### src/rti_pkg.sv
// Package for the radix integer-to-ASCII converter.
// Holds sizing constants, character codes, CSR map, FSM type and the glyph function.
// No dependencies.
package rti_pkg;

   // Input word and digit-serial divider sizing
   localparam int VALUE_BITS    = 32;
   localparam int STEP_BITS     = 8;
   localparam int STEPS         = (VALUE_BITS + STEP_BITS - 1) / STEP_BITS;
   localparam int QUO_BITS      = STEPS * STEP_BITS;
   localparam int STEP_CNT_BITS = (STEPS > 1) ? $clog2(STEPS) : 1;
   localparam int DIGIT_DEPTH   = VALUE_BITS;
   localparam int CNT_BITS      = $clog2(VALUE_BITS + 1);
   localparam int DIGIT_BITS    = 4;

   // Radix register
   localparam int RADIX_BITS = 5;
   localparam logic [RADIX_BITS-1:0] RADIX_RESET = 5'd10;
   localparam logic [RADIX_BITS-1:0] RADIX_MIN   = 5'd2;
   localparam logic [RADIX_BITS-1:0] RADIX_MAX   = 5'd16;

   // Character codes
   localparam int CHAR_BITS = 7;
   localparam logic [CHAR_BITS-1:0] CHAR_MINUS   = 7'h2D;
   localparam logic [CHAR_BITS-1:0] CHAR_ZERO    = 7'h30;
   localparam logic [CHAR_BITS-1:0] CHAR_UPPER_A = 7'h41;

   // CSR map: register index is paddr[2]
   localparam int CSR_ADDR_BITS = 3;
   localparam int CSR_DATA_BITS = 32;
   localparam logic REG_RADIX = 1'b0;

   typedef enum logic [1:0] {
      ST_IDLE,
      ST_DIV,
      ST_EMIT
   } rti_state_type;

   // Digit value 0..15 to its ASCII glyph
   function automatic logic [CHAR_BITS-1:0] digit_glyph(input logic [DIGIT_BITS-1:0] d);
      logic [CHAR_BITS-1:0] c;
      if (d < 4'd10) begin
         c = CHAR_ZERO + CHAR_BITS'(d);
      end else begin
         c = CHAR_UPPER_A + CHAR_BITS'(d - 4'd10);
      end
      return c;
   endfunction

endpackage

### src/rti_channels.sv
// Valid/ready channel interfaces for the converter: request (integer) and response (character).
// Depends on rti_pkg for field widths.
interface rti_req_if;
   logic                                      valid;
   logic                                      ready;
   logic signed [rti_pkg::VALUE_BITS-1:0]     value;

   modport source (output valid, output value, input ready);
   modport sink   (input valid, input value, output ready);
endinterface

interface rti_rsp_if;
   logic                                valid;
   logic                                ready;
   logic [rti_pkg::CHAR_BITS-1:0]       character;
   logic                                last_char;

   modport source (output valid, output character, output last_char, input ready);
   modport sink   (input valid, input character, input last_char, output ready);
endinterface

### src/radix_integer_to_ascii.sv
// Radix integer-to-ASCII converter: signed integer in, one character per response transaction.
// The divider works out each digit in STEPS byte-wide restoring-division steps; all digits are
// computed first, then emitted most significant first from a digit stack, led by a minus sign
// for a negative input.
// Throughput is set by the shared 8-bit-per-cycle remainder chain; one number at a time.
// Reset (synchronous, active high) clears the FSM and output valid and sets radix to 10.
module radix_integer_to_ascii (
   input  logic                                  clock,
   input  logic                                  reset,
   rti_req_if.sink                               req_ch,
   rti_rsp_if.source                             rsp_ch,
   input  logic                                  psel,
   input  logic                                  penable,
   input  logic                                  pwrite,
   input  logic [rti_pkg::CSR_ADDR_BITS-1:0]     paddr,
   input  logic [rti_pkg::CSR_DATA_BITS-1:0]     pwdata,
   output logic [rti_pkg::CSR_DATA_BITS-1:0]     prdata,
   output logic                                  pready
);
   import rti_pkg::*;

   rti_state_type                state_ff, state_in;
   logic [RADIX_BITS-1:0]        radix_ff, radix_in;
   logic [RADIX_BITS-1:0]        base_ff, base_in;
   logic [QUO_BITS-1:0]          quo_ff, quo_in;
   logic [DIGIT_BITS-1:0]        rem_ff, rem_in;
   logic                         nz_ff, nz_in;
   logic [STEP_CNT_BITS-1:0]     step_ff, step_in;
   logic                         neg_ff, neg_in;
   logic [CNT_BITS-1:0]          cnt_ff, cnt_in;
   logic [DIGIT_BITS-1:0]        dig_ff [DIGIT_DEPTH];
   logic [DIGIT_BITS-1:0]        dig_in [DIGIT_DEPTH];
   logic                         rsp_valid_ff, rsp_valid_in;
   logic [CHAR_BITS-1:0]         rsp_char_ff, rsp_char_in;
   logic                         rsp_last_ff, rsp_last_in;

   logic                         csr_wr;
   logic [VALUE_BITS-1:0]        raw;
   logic [VALUE_BITS-1:0]        mag;
   logic [RADIX_BITS-1:0]        eff_radix;
   logic [STEP_BITS-1:0]         qbits;
   logic [DIGIT_BITS-1:0]        rem_next;
   logic [DIGIT_BITS:0]          trial;
   logic                         load_ok;
   logic                         push;
   logic                         pop;

   // CSR port: zero wait state, writes land on the access phase
   assign pready = 1'b1;
   assign csr_wr = psel & penable & pwrite;
   assign prdata = (paddr[2] == REG_RADIX) ? CSR_DATA_BITS'(radix_ff) : '0;
   assign radix_in = (csr_wr && paddr[2] == REG_RADIX) ? pwdata[RADIX_BITS-1:0] : radix_ff;

   // Clamp the radix into two..sixteen
   always_comb begin
      if (radix_ff < RADIX_MIN) begin
         eff_radix = RADIX_MIN;
      end else if (radix_ff > RADIX_MAX) begin
         eff_radix = RADIX_MAX;
      end else begin
         eff_radix = radix_ff;
      end
   end

   // Sign and magnitude; most negative value comes out as an unsigned magnitude
   assign raw = req_ch.value;
   assign mag = raw[VALUE_BITS-1] ? (~raw + VALUE_BITS'(1)) : raw;

   // One byte of restoring division by the radix; remainder stays below sixteen
   always_comb begin
      rem_next = rem_ff;
      qbits    = '0;
      trial    = '0;
      for (int k = 0; k < STEP_BITS; k++) begin
         trial = {rem_next, quo_ff[QUO_BITS-1-k]};
         if (trial >= base_ff) begin
            qbits[STEP_BITS-1-k] = 1'b1;
            trial = trial - base_ff;
         end
         rem_next = trial[DIGIT_BITS-1:0];
      end
   end

   assign req_ch.ready     = (state_ff == ST_IDLE);
   assign rsp_ch.valid     = rsp_valid_ff;
   assign rsp_ch.character = rsp_char_ff;
   assign rsp_ch.last_char = rsp_last_ff;
   assign load_ok          = ~rsp_valid_ff | rsp_ch.ready;

   // Next state and datapath control
   always_comb begin
      state_in     = state_ff;
      base_in      = base_ff;
      quo_in       = quo_ff;
      rem_in       = rem_ff;
      nz_in        = nz_ff;
      step_in      = step_ff;
      neg_in       = neg_ff;
      cnt_in       = cnt_ff;
      rsp_valid_in = rsp_valid_ff & ~rsp_ch.ready;
      rsp_char_in  = rsp_char_ff;
      rsp_last_in  = rsp_last_ff;
      push         = 1'b0;
      pop          = 1'b0;

      case (state_ff)
         ST_IDLE: begin
            if (req_ch.valid) begin
               base_in  = eff_radix;
               quo_in   = QUO_BITS'(mag);
               rem_in   = '0;
               nz_in    = 1'b0;
               step_in  = '0;
               neg_in   = raw[VALUE_BITS-1];
               cnt_in   = '0;
               state_in = ST_DIV;
            end
         end
         ST_DIV: begin
            quo_in = (quo_ff << STEP_BITS) | QUO_BITS'(qbits);
            rem_in = rem_next;
            nz_in  = nz_ff | (|qbits);
            if (step_ff == STEP_CNT_BITS'(STEPS - 1)) begin
               // Division done: remainder is the next digit, quotient feeds the next pass
               push    = 1'b1;
               cnt_in  = cnt_ff + CNT_BITS'(1);
               rem_in  = '0;
               nz_in   = 1'b0;
               step_in = '0;
               if (!(nz_ff | (|qbits))) begin
                  state_in = ST_EMIT;
               end
            end else begin
               step_in = step_ff + STEP_CNT_BITS'(1);
            end
         end
         ST_EMIT: begin
            if (load_ok) begin
               rsp_valid_in = 1'b1;
               if (neg_ff) begin
                  rsp_char_in = CHAR_MINUS;
                  rsp_last_in = 1'b0;
                  neg_in      = 1'b0;
               end else begin
                  pop         = 1'b1;
                  rsp_char_in = digit_glyph(dig_ff[0]);
                  rsp_last_in = (cnt_ff == CNT_BITS'(1));
                  cnt_in      = cnt_ff - CNT_BITS'(1);
                  if (cnt_ff == CNT_BITS'(1)) begin
                     state_in = ST_IDLE;
                  end
               end
            end
         end
         default: begin
            state_in = ST_IDLE;
         end
      endcase
   end

   // Digit stack as a shift register: push at the bottom, most significant digit pops first
   always_comb begin
      for (int i = 0; i < DIGIT_DEPTH; i++) begin
         dig_in[i] = dig_ff[i];
      end
      if (push) begin
         dig_in[0] = rem_next;
         for (int i = 1; i < DIGIT_DEPTH; i++) begin
            dig_in[i] = dig_ff[i-1];
         end
      end else if (pop) begin
         for (int i = 0; i < DIGIT_DEPTH - 1; i++) begin
            dig_in[i] = dig_ff[i+1];
         end
         dig_in[DIGIT_DEPTH-1] = '0;
      end
   end

   // Control registers
   always_ff @(posedge clock) begin
      if (reset) begin
         state_ff     <= ST_IDLE;
         radix_ff     <= RADIX_RESET;
         rsp_valid_ff <= 1'b0;
         cnt_ff       <= '0;
         step_ff      <= '0;
         neg_ff       <= 1'b0;
         nz_ff        <= 1'b0;
      end else begin
         state_ff     <= state_in;
         radix_ff     <= radix_in;
         rsp_valid_ff <= rsp_valid_in;
         cnt_ff       <= cnt_in;
         step_ff      <= step_in;
         neg_ff       <= neg_in;
         nz_ff        <= nz_in;
      end
   end

   // Payload registers
   always_ff @(posedge clock) begin
      base_ff     <= base_in;
      quo_ff      <= quo_in;
      rem_ff      <= rem_in;
      rsp_char_ff <= rsp_char_in;
      rsp_last_ff <= rsp_last_in;
      for (int i = 0; i < DIGIT_DEPTH; i++) begin
         dig_ff[i] <= dig_in[i];
      end
   end

endmodule

### src/flat_wrapper.sv
// flat-port wrapper written by rule: the top's interface ports become plain ports
module radix_integer_to_ascii_flat import rti_pkg::*;
  (clock, reset, psel, penable, pwrite, paddr, pwdata, prdata, pready, req_ch_valid, req_ch_value, req_ch_ready, rsp_ch_valid, rsp_ch_character, rsp_ch_last_char, rsp_ch_ready);
  rti_req_if req_ch_i ();
  rti_rsp_if rsp_ch_i ();
  input  logic clock;
  input  logic reset;
  input  logic psel;
  input  logic penable;
  input  logic pwrite;
  input  logic [rti_pkg::CSR_ADDR_BITS-1:0] paddr;
  input  logic [rti_pkg::CSR_DATA_BITS-1:0] pwdata;
  output logic [rti_pkg::CSR_DATA_BITS-1:0] prdata;
  output logic pready;
  input wire logic [$bits(req_ch_i.valid)-1:0] req_ch_valid;
  input wire logic [$bits(req_ch_i.value)-1:0] req_ch_value;
  output wire logic [$bits(req_ch_i.ready)-1:0] req_ch_ready;
  output wire logic [$bits(rsp_ch_i.valid)-1:0] rsp_ch_valid;
  output wire logic [$bits(rsp_ch_i.character)-1:0] rsp_ch_character;
  output wire logic [$bits(rsp_ch_i.last_char)-1:0] rsp_ch_last_char;
  input wire logic [$bits(rsp_ch_i.ready)-1:0] rsp_ch_ready;
  assign req_ch_i.valid = req_ch_valid;
  assign req_ch_i.value = req_ch_value;
  assign req_ch_ready = req_ch_i.ready;
  assign rsp_ch_valid = rsp_ch_i.valid;
  assign rsp_ch_character = rsp_ch_i.character;
  assign rsp_ch_last_char = rsp_ch_i.last_char;
  assign rsp_ch_i.ready = rsp_ch_ready;
  radix_integer_to_ascii u_core (.clock(clock), .reset(reset), .req_ch(req_ch_i), .rsp_ch(rsp_ch_i), .psel(psel), .penable(penable), .pwrite(pwrite), .paddr(paddr), .pwdata(pwdata), .prdata(prdata), .pready(pready));
endmodule
### config.mk
export PLATFORM = sky130hd
export DESIGN_NAME = radix_integer_to_ascii_flat
export DESIGN_NICKNAME = d
export VERILOG_FILES = /design/src/rti_pkg.sv /design/src/rti_channels.sv /design/src/radix_integer_to_ascii.sv /design/src/flat_wrapper.sv
export SDC_FILE = /design/constraint.sdc
export NUM_CORES = 1
export LEC_CHECK = 0
export BUFFER_PORTS_ARGS = -buffer_cell sky130_fd_sc_hd__buf_2
export CAP_MARGIN = 10
export CORE_MARGIN = 3
export CORE_UTILIZATION = 45
export CTS_CLUSTER_DIAMETER = 120
export DETAILED_ROUTE_END_ITERATION = 10
export GPL_ROUTABILITY_DRIVEN = 1
export HOLD_SLACK_MARGIN = 0.03
export PLACE_DENSITY = 0.76
export SKIP_LAST_GASP = 1
export SLEW_MARGIN = 20
export SYNTH_ARGS = -nofsm -noshare
export SYNTH_HDL_FRONTEND = slang
export SYNTH_SLANG_ARGS = --single-unit
### constraint.sdc
create_clock -name clock -period 11.2 [get_ports clock]
set_clock_uncertainty 0.15 [all_clocks]
set_input_delay 1.12 -clock clock [delete_from_list [all_inputs] [get_ports clock]]
set_output_delay 1.12 -clock clock [all_outputs]
set_load 0.1 [all_outputs]
==> impl_results.md, run 1 <==
- CTS tree: built
- Vias in the first global route: 6,851
- Clock sinks: 195
- Synth cell types: 70
- Initial antenna violation count: 1
- CP dominant cell by count: ha_1
- Layout cells sized above 1: 33.0%
- Number of routed nets with antenna violations: 0
- Final Setup Violations: 0
- Cells after synthesis: 919
- First-pass GRT wire length: 34,200 um
- Slowest stage delay, CP: 0.47 ns
- WP data required: 11.40 ns
- Slew HR: 27.3%
- Gpl congestion: 0.870
- Worst setup SP type: flip-flop
- DR vias/cell: 5.35
- Initial Utilization: 46.6%
- CP Capture Type: flip-flop
- Root buffer cell: clkbuf_16
- Total die area: 26,700 sq um
- Slowest CP cell: edfxtp_1
- Final Routed Wirelength: 22,000 um
- Clock Pin Slew Worst Setup and Hold Paths: 0.08 ns
- Routed via count: 7,274
- Syn. warnings: 0
- DRC errors left: 0
- Clock buffer count from CTS: 17
- Critical Path AT: 11.12 ns
- Final Instance Count excl. Fillers: 1,359
- Gr ovfl total: 0
- H-Tree Level Count: 4
- Placed Cells: 1,316
- DP HPWL: 14,600 um
- I/O pins: 117
- Max Cap Viol: 0
- Mean Syn Cell Area: 12.1 sq um
- Async SR Flop Fraction: 0%
- DR iter-0 viols: 544
- Synth top cells by count: edfxtp_1 (177), mux2_2 (130), nand2_1 (69), ha_1 (53), o21ai_0 (45)
- Fmax: 91.7 MHz
- Area grow syn2layout: 16.4%
- Number of synthesized register bits: 195
- CORE AREA: 23,900 sq um
- Post-synth top flop: edfxtp_1
- CP max FO: 5
- Syn Std Cell Area: 11,100 sq um
- Drt wl/cell: 16.2 um
- Die Span Y: 163 um
- Tcrit/Tclk final: 97.4%
- Clock period minus worst slack: 10.91 ns
- IO Port Bufs: 59
- Worst setup path class: reg2reg
- Slew @ Worst Pin: 1.09 ns
- TritonRoute pass-1 iters: 5
- Area contributors post-synth: edfxtp_1 (48%), mux2_2 (13%), ha_1 (6.0%)
- Final Max Tran Viols: 0
- # rows: 56
- Number of synthesized flops with an enable pin: 177
- Top-count cell post-synth: edfxtp_1
- Final Hold Vio Count: 0
- Most area-hungry cell type in the Yosys netlist: edfxtp_1
- Sequential area share after synthesis: 50.9%
- Worst-skew pair later-pin latency: 0.45 ns
- Longest Clk Path Bufs: 2
- Yosys top cell area share: 47.7%
- Status: completed
- Hold crit path type: reg2reg
- Gr usage total: 16.0%
- Pin count of the biggest net entering global routing: 101
- Fill cells: 1,945
- Die X: 163 um
- Nets: 1,161
## worst max-delay path, delay by kind of cell (launching register included)
| family | cells | cell delay, ns |
|---|---|---|
| AOI/OAI and AO/OA | 16 | 3.35 |
| adders and majority gates | 8 | 2.23 |
| buffers and inverters | 4 | 0.52 |
| DFF | 1 | 0.47 |
| muxes | 4 | 1.33 |
| and+or+nand+nor | 14 | 2.78 |
## state kept, by name, indices dropped and copies added, names as in the netlist
signal                   cells
u_core.rem_ff                4
u_core.rsp_ch.valid          1
u_core.state_ff              2
u_core.radix_ff              5
u_core.step_ff               2
u_core.cnt_ff                6
u_core.rsp_ch.last_char      1
u_core.dig_ff              128
u_core.rsp_ch.character      7
u_core.nz_ff                 1
u_core.base_ff               5
u_core.neg_ff                1
u_core.quo_ff               32
## cell usage in the layout (no fill, tap or decap), types with 6 or more instances in the layout
cell and n:
edfxtp_1 177, mux2_2 128, nand2_1 65, buf_4 65, buf_2 59, ha_1 47
inv_1 39, o21ai_0 38, nor2_1 31, a21oi_1 30, xor2_1 30, conb_1 28
xnor2_1 24, dfxtp_1 18, clkbuf_16 17, a21o_1 16, nand3_1 15, nor2b_1 14
o31ai_1 12, o21ai_1 11, mux2i_1 11, and3_1 8, or3_1 8, nor3_1 8
fa_1 8, nand2b_1 7, a22oi_1 6, clkinv_8 6
## path summary, 6_finish.rpt
| check | from | end | slack (ns) | depth (start not counted) |
|---|---|---|---|---|
| setup reg to reg | u_core.base_ff[1] | u_core.state_ff[1] | 0.29 | 46 |
| hold reg to reg | u_core.nz_ff | u_core.nz_ff | 0.35 | 2 |
| setup / recovery | u_core.base_ff[1] | u_core.state_ff[1] | 0.29 | 46 |
| hold / removal | u_core.nz_ff | u_core.nz_ff | 0.35 | 2 |
## per-layer routing
layer / global-route usage, % / routed length (um) / vias up
li1: - / - / 3562
met5: 0 / 0 / -
met1: 22.3 / 10100 / 3516
met3: 2.87 / 959 / 29
met2: 25.6 / 10500 / 167
met4: 5.07 / 401 / 0
## cells by family (layout without fill, tap and decap cells)
logic type	Yosys count	in the layout	share of synthesized area (%)
AOI/OAI and AO/OA	159	159	9.39
and+or+nand+nor	198	198	9.20
muxes	142	142	14.2
DFF	195	195	50.9
xor gates and xnor gates	54	54	4.24
buffers and inverters	108	202	4.58
adders and majority gates	61	61	7.39
other	2	29	0.0674
## through the flow
stage / hold slack [ns] / utilization, % / setup WS, ns / area, sq um / TNS (ns)
6_report: 0.349 / 54.3 / 0.290 / 13000 / 0
5_1_grt: 0.358 / 54.3 / -0.0886 / 13000 / -0.109
4_1_cts: 0.340 / 53.4 / 0.0409 / 12700 / 0
3_5_place_dp: 0.327 / 50.6 / -0.275 / 12100 / -1.87
3_3_place_gp: 0.322 / 50.6 / 0.00435 / 12100 / 0
2_1_floorplan: 0.283 / - / 0.0339 / 11300 / 0
## repair_timing
action	CTS	global route
endpoints found under the setup margin	12	12
hold buffers	0	0
pin swaps	6	15
gates resized for setup	10	31
gates cloned	0	0
setup buffers	1	9
## cell type report
class	instances	area, sq um	share of cell area [%]
clock inverter	15	213	1.64
sequential	195	5680	43.8
inverter	44	168	1.29
multi-input combinational	642	5280	40.7
timing repair buffer	126	806	6.21
tap	319	399	3.08
clock buffer	17	425	3.28
antenna	1	2.50	0.0193
Power of run 1 is not shown: default switching activity piles up to over one toggle a cycle in this logic, so the estimate is an artifact.
==> run 2, diff against run 1 <==
Settings changed: CORE_ASPECT_RATIO set to 0.75.
==> impl_results.md, run 2 (synthesis results as in run 1) <==
- DR vias/cell: 5.34
- Register area: 5680 sq um
- Reg-to-Reg Start: u_core.rem_ff[2]
- Nets: 1,164
- CP Capture Type: flip-flop
- DP HPWL: 14,800 um
- Worst Slack Setup Final: 0.204 ns
- Pin count of the biggest net entering global routing: 78
- Area of the multi-input gates: 5430 sq um
- Worst R2R Setup Slack: 0.20 ns
- Area grow syn2layout: 17.5%
- DR iter-0 viols: 560
- Placed Cells: 1,321
- Worst-skew pair later-pin latency: 0.45 ns
- Hold Path Depth: 2
- Longest Clk Path Bufs: 2
- Critical Path AT: 11.21 ns
- Hold_sp: u_core.nz_ff
- Hold_buf cts: 0
- Die X: 188 um
- Number of routed nets with antenna violations: 0
- Fmax: 90.9 MHz
- Final Routed Wirelength: 22,700 um
- Reg-to-Reg End: u_core.state_ff[1]
- Final Max Tran Viols: 0
- Die Span Y: 142 um
- Layout cells sized above 1: 34.7%
- Commonest non-fill, non-tap cells in the layout: edfxtp_1 (177), mux2_2 (126), buf_4 (69)
- Routed via count: 7,338
- Status: completed
- Final Instance Count excl. Fillers: 1,373
- Hold crit path type: reg2reg
- Number of flip-flops in the largest register: 128
- DRC errors left: 0
- # diodes: 0
- Gr ovfl total: 0
- # rows: 49
- Worst setup path class: reg2reg
- Fill cells: 1,992
- Final Setup Violations: 0
- Slowest stage delay, CP: 0.44 ns
- Root buffer cell: clkbuf_16
- Clock period minus worst slack: 11.00 ns
- Slowest CP cell: edfxtp_1
- CORE AREA: 24,200 sq um
- Hold EP: u_core.nz_ff
- Final Hold Vio Count: 0
- Worst setup SP type: flip-flop
- Setup WS pre-CTS: -0.185 ns
- WP data required: 11.41 ns
- Total die area: 26,700 sq um
- Slew @ Worst Pin: 0.938 ns
- Commonest non-fill, non-tap cell in the layout: edfxtp_1
- Gpl congestion: 0.891
- Vias in the first global route: 6,910
- Max Cap Viol: 0
- I/O pins: 117
- TritonRoute pass-1 iters: 5
- WHS: 0.358 ns
- Initial Utilization: 46.1%
- CP max FO: 6
- Largest reg by FF count: u_core.dig_ff
- Drt wl/cell: 16.5 um
- IO Port Bufs: 59
- CTS tree: built
- Clock sinks: 195
- Worst R2R Path Depth: 50
- Clock buffer count from CTS: 17
- Tcrit/Tclk final: 98.2%
- Gr usage total: 16.3%
- H-Tree Level Count: 4
- Slew HR: 37.5%
- Initial antenna violation count: 0
- First-pass GRT wire length: 35,300 um
- Clock Pin Slew Worst Setup and Hold Paths: 0.08 ns
- CP dominant cell by count: a21oi_2
- Fin Setup TNS: 0 ns
==> run 2: cell types whose count changed in the layout (fill, tap and decap cells not counted), moves of 4 or more <==
| cell | change |
|---|---|
| ha_1 | -7 |
| buf_4 | +4 |
| ha_4 | +6 |
| a21oi_1 | -4 |
| inv_12 | -4 |
==> run 2: worst max-delay path: cells and delay by family, from the launching register on <==
| kind | cells | cell delay (ns) |
|---|---|---|
| mux | 3 | 0.98 |
| compound gates | 22 | 4.29 |
| fa+ha+maj | 8 | 2.28 |
| flops | 1 | 0.44 |
| buf+inv | 5 | 0.60 |
| simple gates | 12 | 2.18 |
==> run 2: layout make-up <==
class                      instances  share of cell area, %
clock buffer                      17                   3.25
tap                              331                   3.16
multi-input combinational        642                   41.5
sequential                       195                   43.3
inverter                          44                   1.28
clock inverter                    15                   1.22
timing repair buffer             129                   6.29
==> run 2: layer usage <==
metal	vias up	wire, um	share of wire (%)	global-route usage (%)
li1	3559	-	-	-
met3	25	1240	5.5	3.50
met1	3553	11100	49	24.6
met4	0	288	1.3	4.42
met2	201	10000	44	24.0
met5	-	0	0	0
==> run 2: stage by stage <==
| stage | cell area (sq um) | utilization, % |
|---|---|---|
| after floorplan | 11300 | - |
| after global placement | 12000 | 49.9 |
| after detailed placement | 12000 | 49.9 |
| after CTS | 12700 | 52.4 |
| after global routing | 13100 | 54.2 |
| final | 13100 | 54.2 |
==> run 2: worst max path at each step <==
stage                                  from                  to  depth (start not counted)
final                      u_core.rem_ff[2]  u_core.state_ff[1]                         50
after detailed placement   u_core.rem_ff[2]  u_core.state_ff[1]                         48
after CTS                  u_core.rem_ff[0]  u_core.state_ff[1]                         48
after global placement     u_core.rem_ff[2]  u_core.state_ff[1]                         47
after floorplan           u_core.base_ff[1]  u_core.state_ff[1]                         48
after global routing       u_core.rem_ff[2]  u_core.state_ff[1]                         52
==> run 2: what timing repair did <==
item,4_1_cts,5_1_grt
pin swaps,7,34
buffers inserted,3,17
setup endpoints to repair,12,12
gates resized for setup,7,54
Power of run 2 is left out for the same reason.
==> run 3, diff against run 2 <==
Settings changed: CELL_PAD_IN_SITES_DETAIL_PLACEMENT set to 1, CELL_PAD_IN_SITES_GLOBAL_PLACEMENT set to 2, CORE_MARGIN 3 to 5, CORE_UTILIZATION 45 to 37, PLACE_DENSITY 0.76 to 0.87.
==> impl_results.md, run 3 (synthesis results as in run 1) <==
- DR iter-0 viols: 394
- Root buffer cell: clkbuf_16
- CP max FO: 6
- Final Max Tran Viols: 0
- Clock sinks: 195
- CP dominant cell by count: ha_4
- Worst setup path class: reg2reg
- DRC errors left: 0
- # rows: 55
- WHS: 0.350 ns
- Commonest non-fill, non-tap cell in the layout: edfxtp_1
- Gpl congestion: 0.791
- Final Routed Wirelength: 29,000 um
- # diodes: 0
- Tcrit/Tclk final: 99.3%
- Routed via count: 7,609
- Clock Pin Slew Worst Setup and Hold Paths: 0.09 ns
- CP Capture Type: flip-flop
- Gr usage total: 15.7%
- Status: completed
- Total die area: 33,700 sq um
- Drt wl/cell: 19.6 um
- WP data required: 11.30 ns
- Layout cells sized above 1: 38.1%
- Initial antenna violation count: 0
- Pin count of the biggest net entering global routing: 77
- GR Util met1: 22.0%
- Nets: 1,202
- Final Setup Violations: 0
- Die Span Y: 160 um
- Largest reg by FF count: u_core.dig_ff
- DR vias/cell: 5.14
- Fin util: 45.5%
- Worst R2R Path Depth: 49
- Longest Clk Path Bufs: 2
- Clock buffer count from CTS: 17
- Worst Slack Setup Final: 0.0762 ns
- GR peak layer: met2
- TritonRoute pass-1 iters: 4
- Area grow syn2layout: 22.1%
- First-pass GRT wire length: 42,600 um
- Hold crit path type: reg2reg
- Slew HR: 37.7%
- Max Cap Viol: 0
- Critical Path AT: 11.22 ns
- I/O pins: 117
- Die X: 210 um
- Slowest CP cell: edfxtp_1
- Slew @ Worst Pin: 0.935 ns
- IO Port Bufs: 59
- Setup WS pre-CTS: -0.668 ns
- Clock period minus worst slack: 11.12 ns
- GR Layer Usage met2: 25.5%
- Slowest stage delay, CP: 0.47 ns
- Gr ovfl total: 0
- Worst setup SP type: flip-flop
- Vias in the first global route: 7,892
- M3 GR Usage: 3.01%
- Hold Path Depth: 2
- Number of routed nets with antenna violations: 0
- Fmax: 89.9 MHz
- DP HPWL: 19,100 um
- H-Tree Level Count: 4
- Initial Utilization: 37.2%
- CORE AREA: 29,900 sq um
- Fill cells: 3,171
- CTS tree: built
- Commonest non-fill, non-tap cells in the layout: edfxtp_1 (177), mux2_2 (123), buf_4 (104)
- Final Hold Vio Count: 0
- Number of flip-flops in the largest register: 128
- Worst-skew pair later-pin latency: 0.45 ns
==> run 3: metrics by stage <==
stage	TNS [ns]	std cells	instance area [sq um]
after floorplan	0	945	11300
after global placement	-1.98	1413	12300
after detailed placement	-5.82	1413	12300
after CTS	0	1453	13000
after global routing	-3.63	1479	13600
final	0	1479	13600
==> run 3: worst max-delay path: cells and delay by family, from the launching register on <==
family                     cells  cell delay (ns)
AOI/OAI and AO/OA             20             4.30
xor gates and xnor gates       1             0.15
adders and majority gates      9             2.47
buffers and inverters          7             0.92
DFF                            1             0.47
muxes                          2             0.58
and+or+nand+nor               10             1.88
==> run 3: worst paths after layout <==
| path | start | end | slack, ns |
|---|---|---|---|
| max | u_core.quo_ff[31] | u_core.dig_ff[0][0] | 0.08 |
| min | u_core.nz_ff | u_core.nz_ff | 0.35 |
| max reg2reg | u_core.quo_ff[31] | u_core.dig_ff[0][0] | 0.08 |
| min reg2reg | u_core.nz_ff | u_core.nz_ff | 0.35 |
==> run 3: repair_timing <==
action	in CTS	in global routing
hold buffers	0	0
setup endpoints to repair	12	12
buffers inserted	8	26
resized for setup	15	66
pin swaps	9	51
==> run 3: area by class of cell <==
class                      count  area, sq um  share of cell area (%)
sequential                   195         5680                    41.7
multi-input combinational    642         5530                    40.6
timing repair buffer         167         1130                    8.30
tap                          399          499                    3.67
clock buffer                  17          425                    3.13
clock inverter                15          185                    1.36
inverter                      44          168                    1.23
==> run 3: metal layers <==
layer	up-vias	share of wire [%]
li1	3648	-
met1	3827	47
met2	109	49
met3	25	2.8
met4	0	1.5
met5	-	0
Power of run 3 is left out for the same reason.
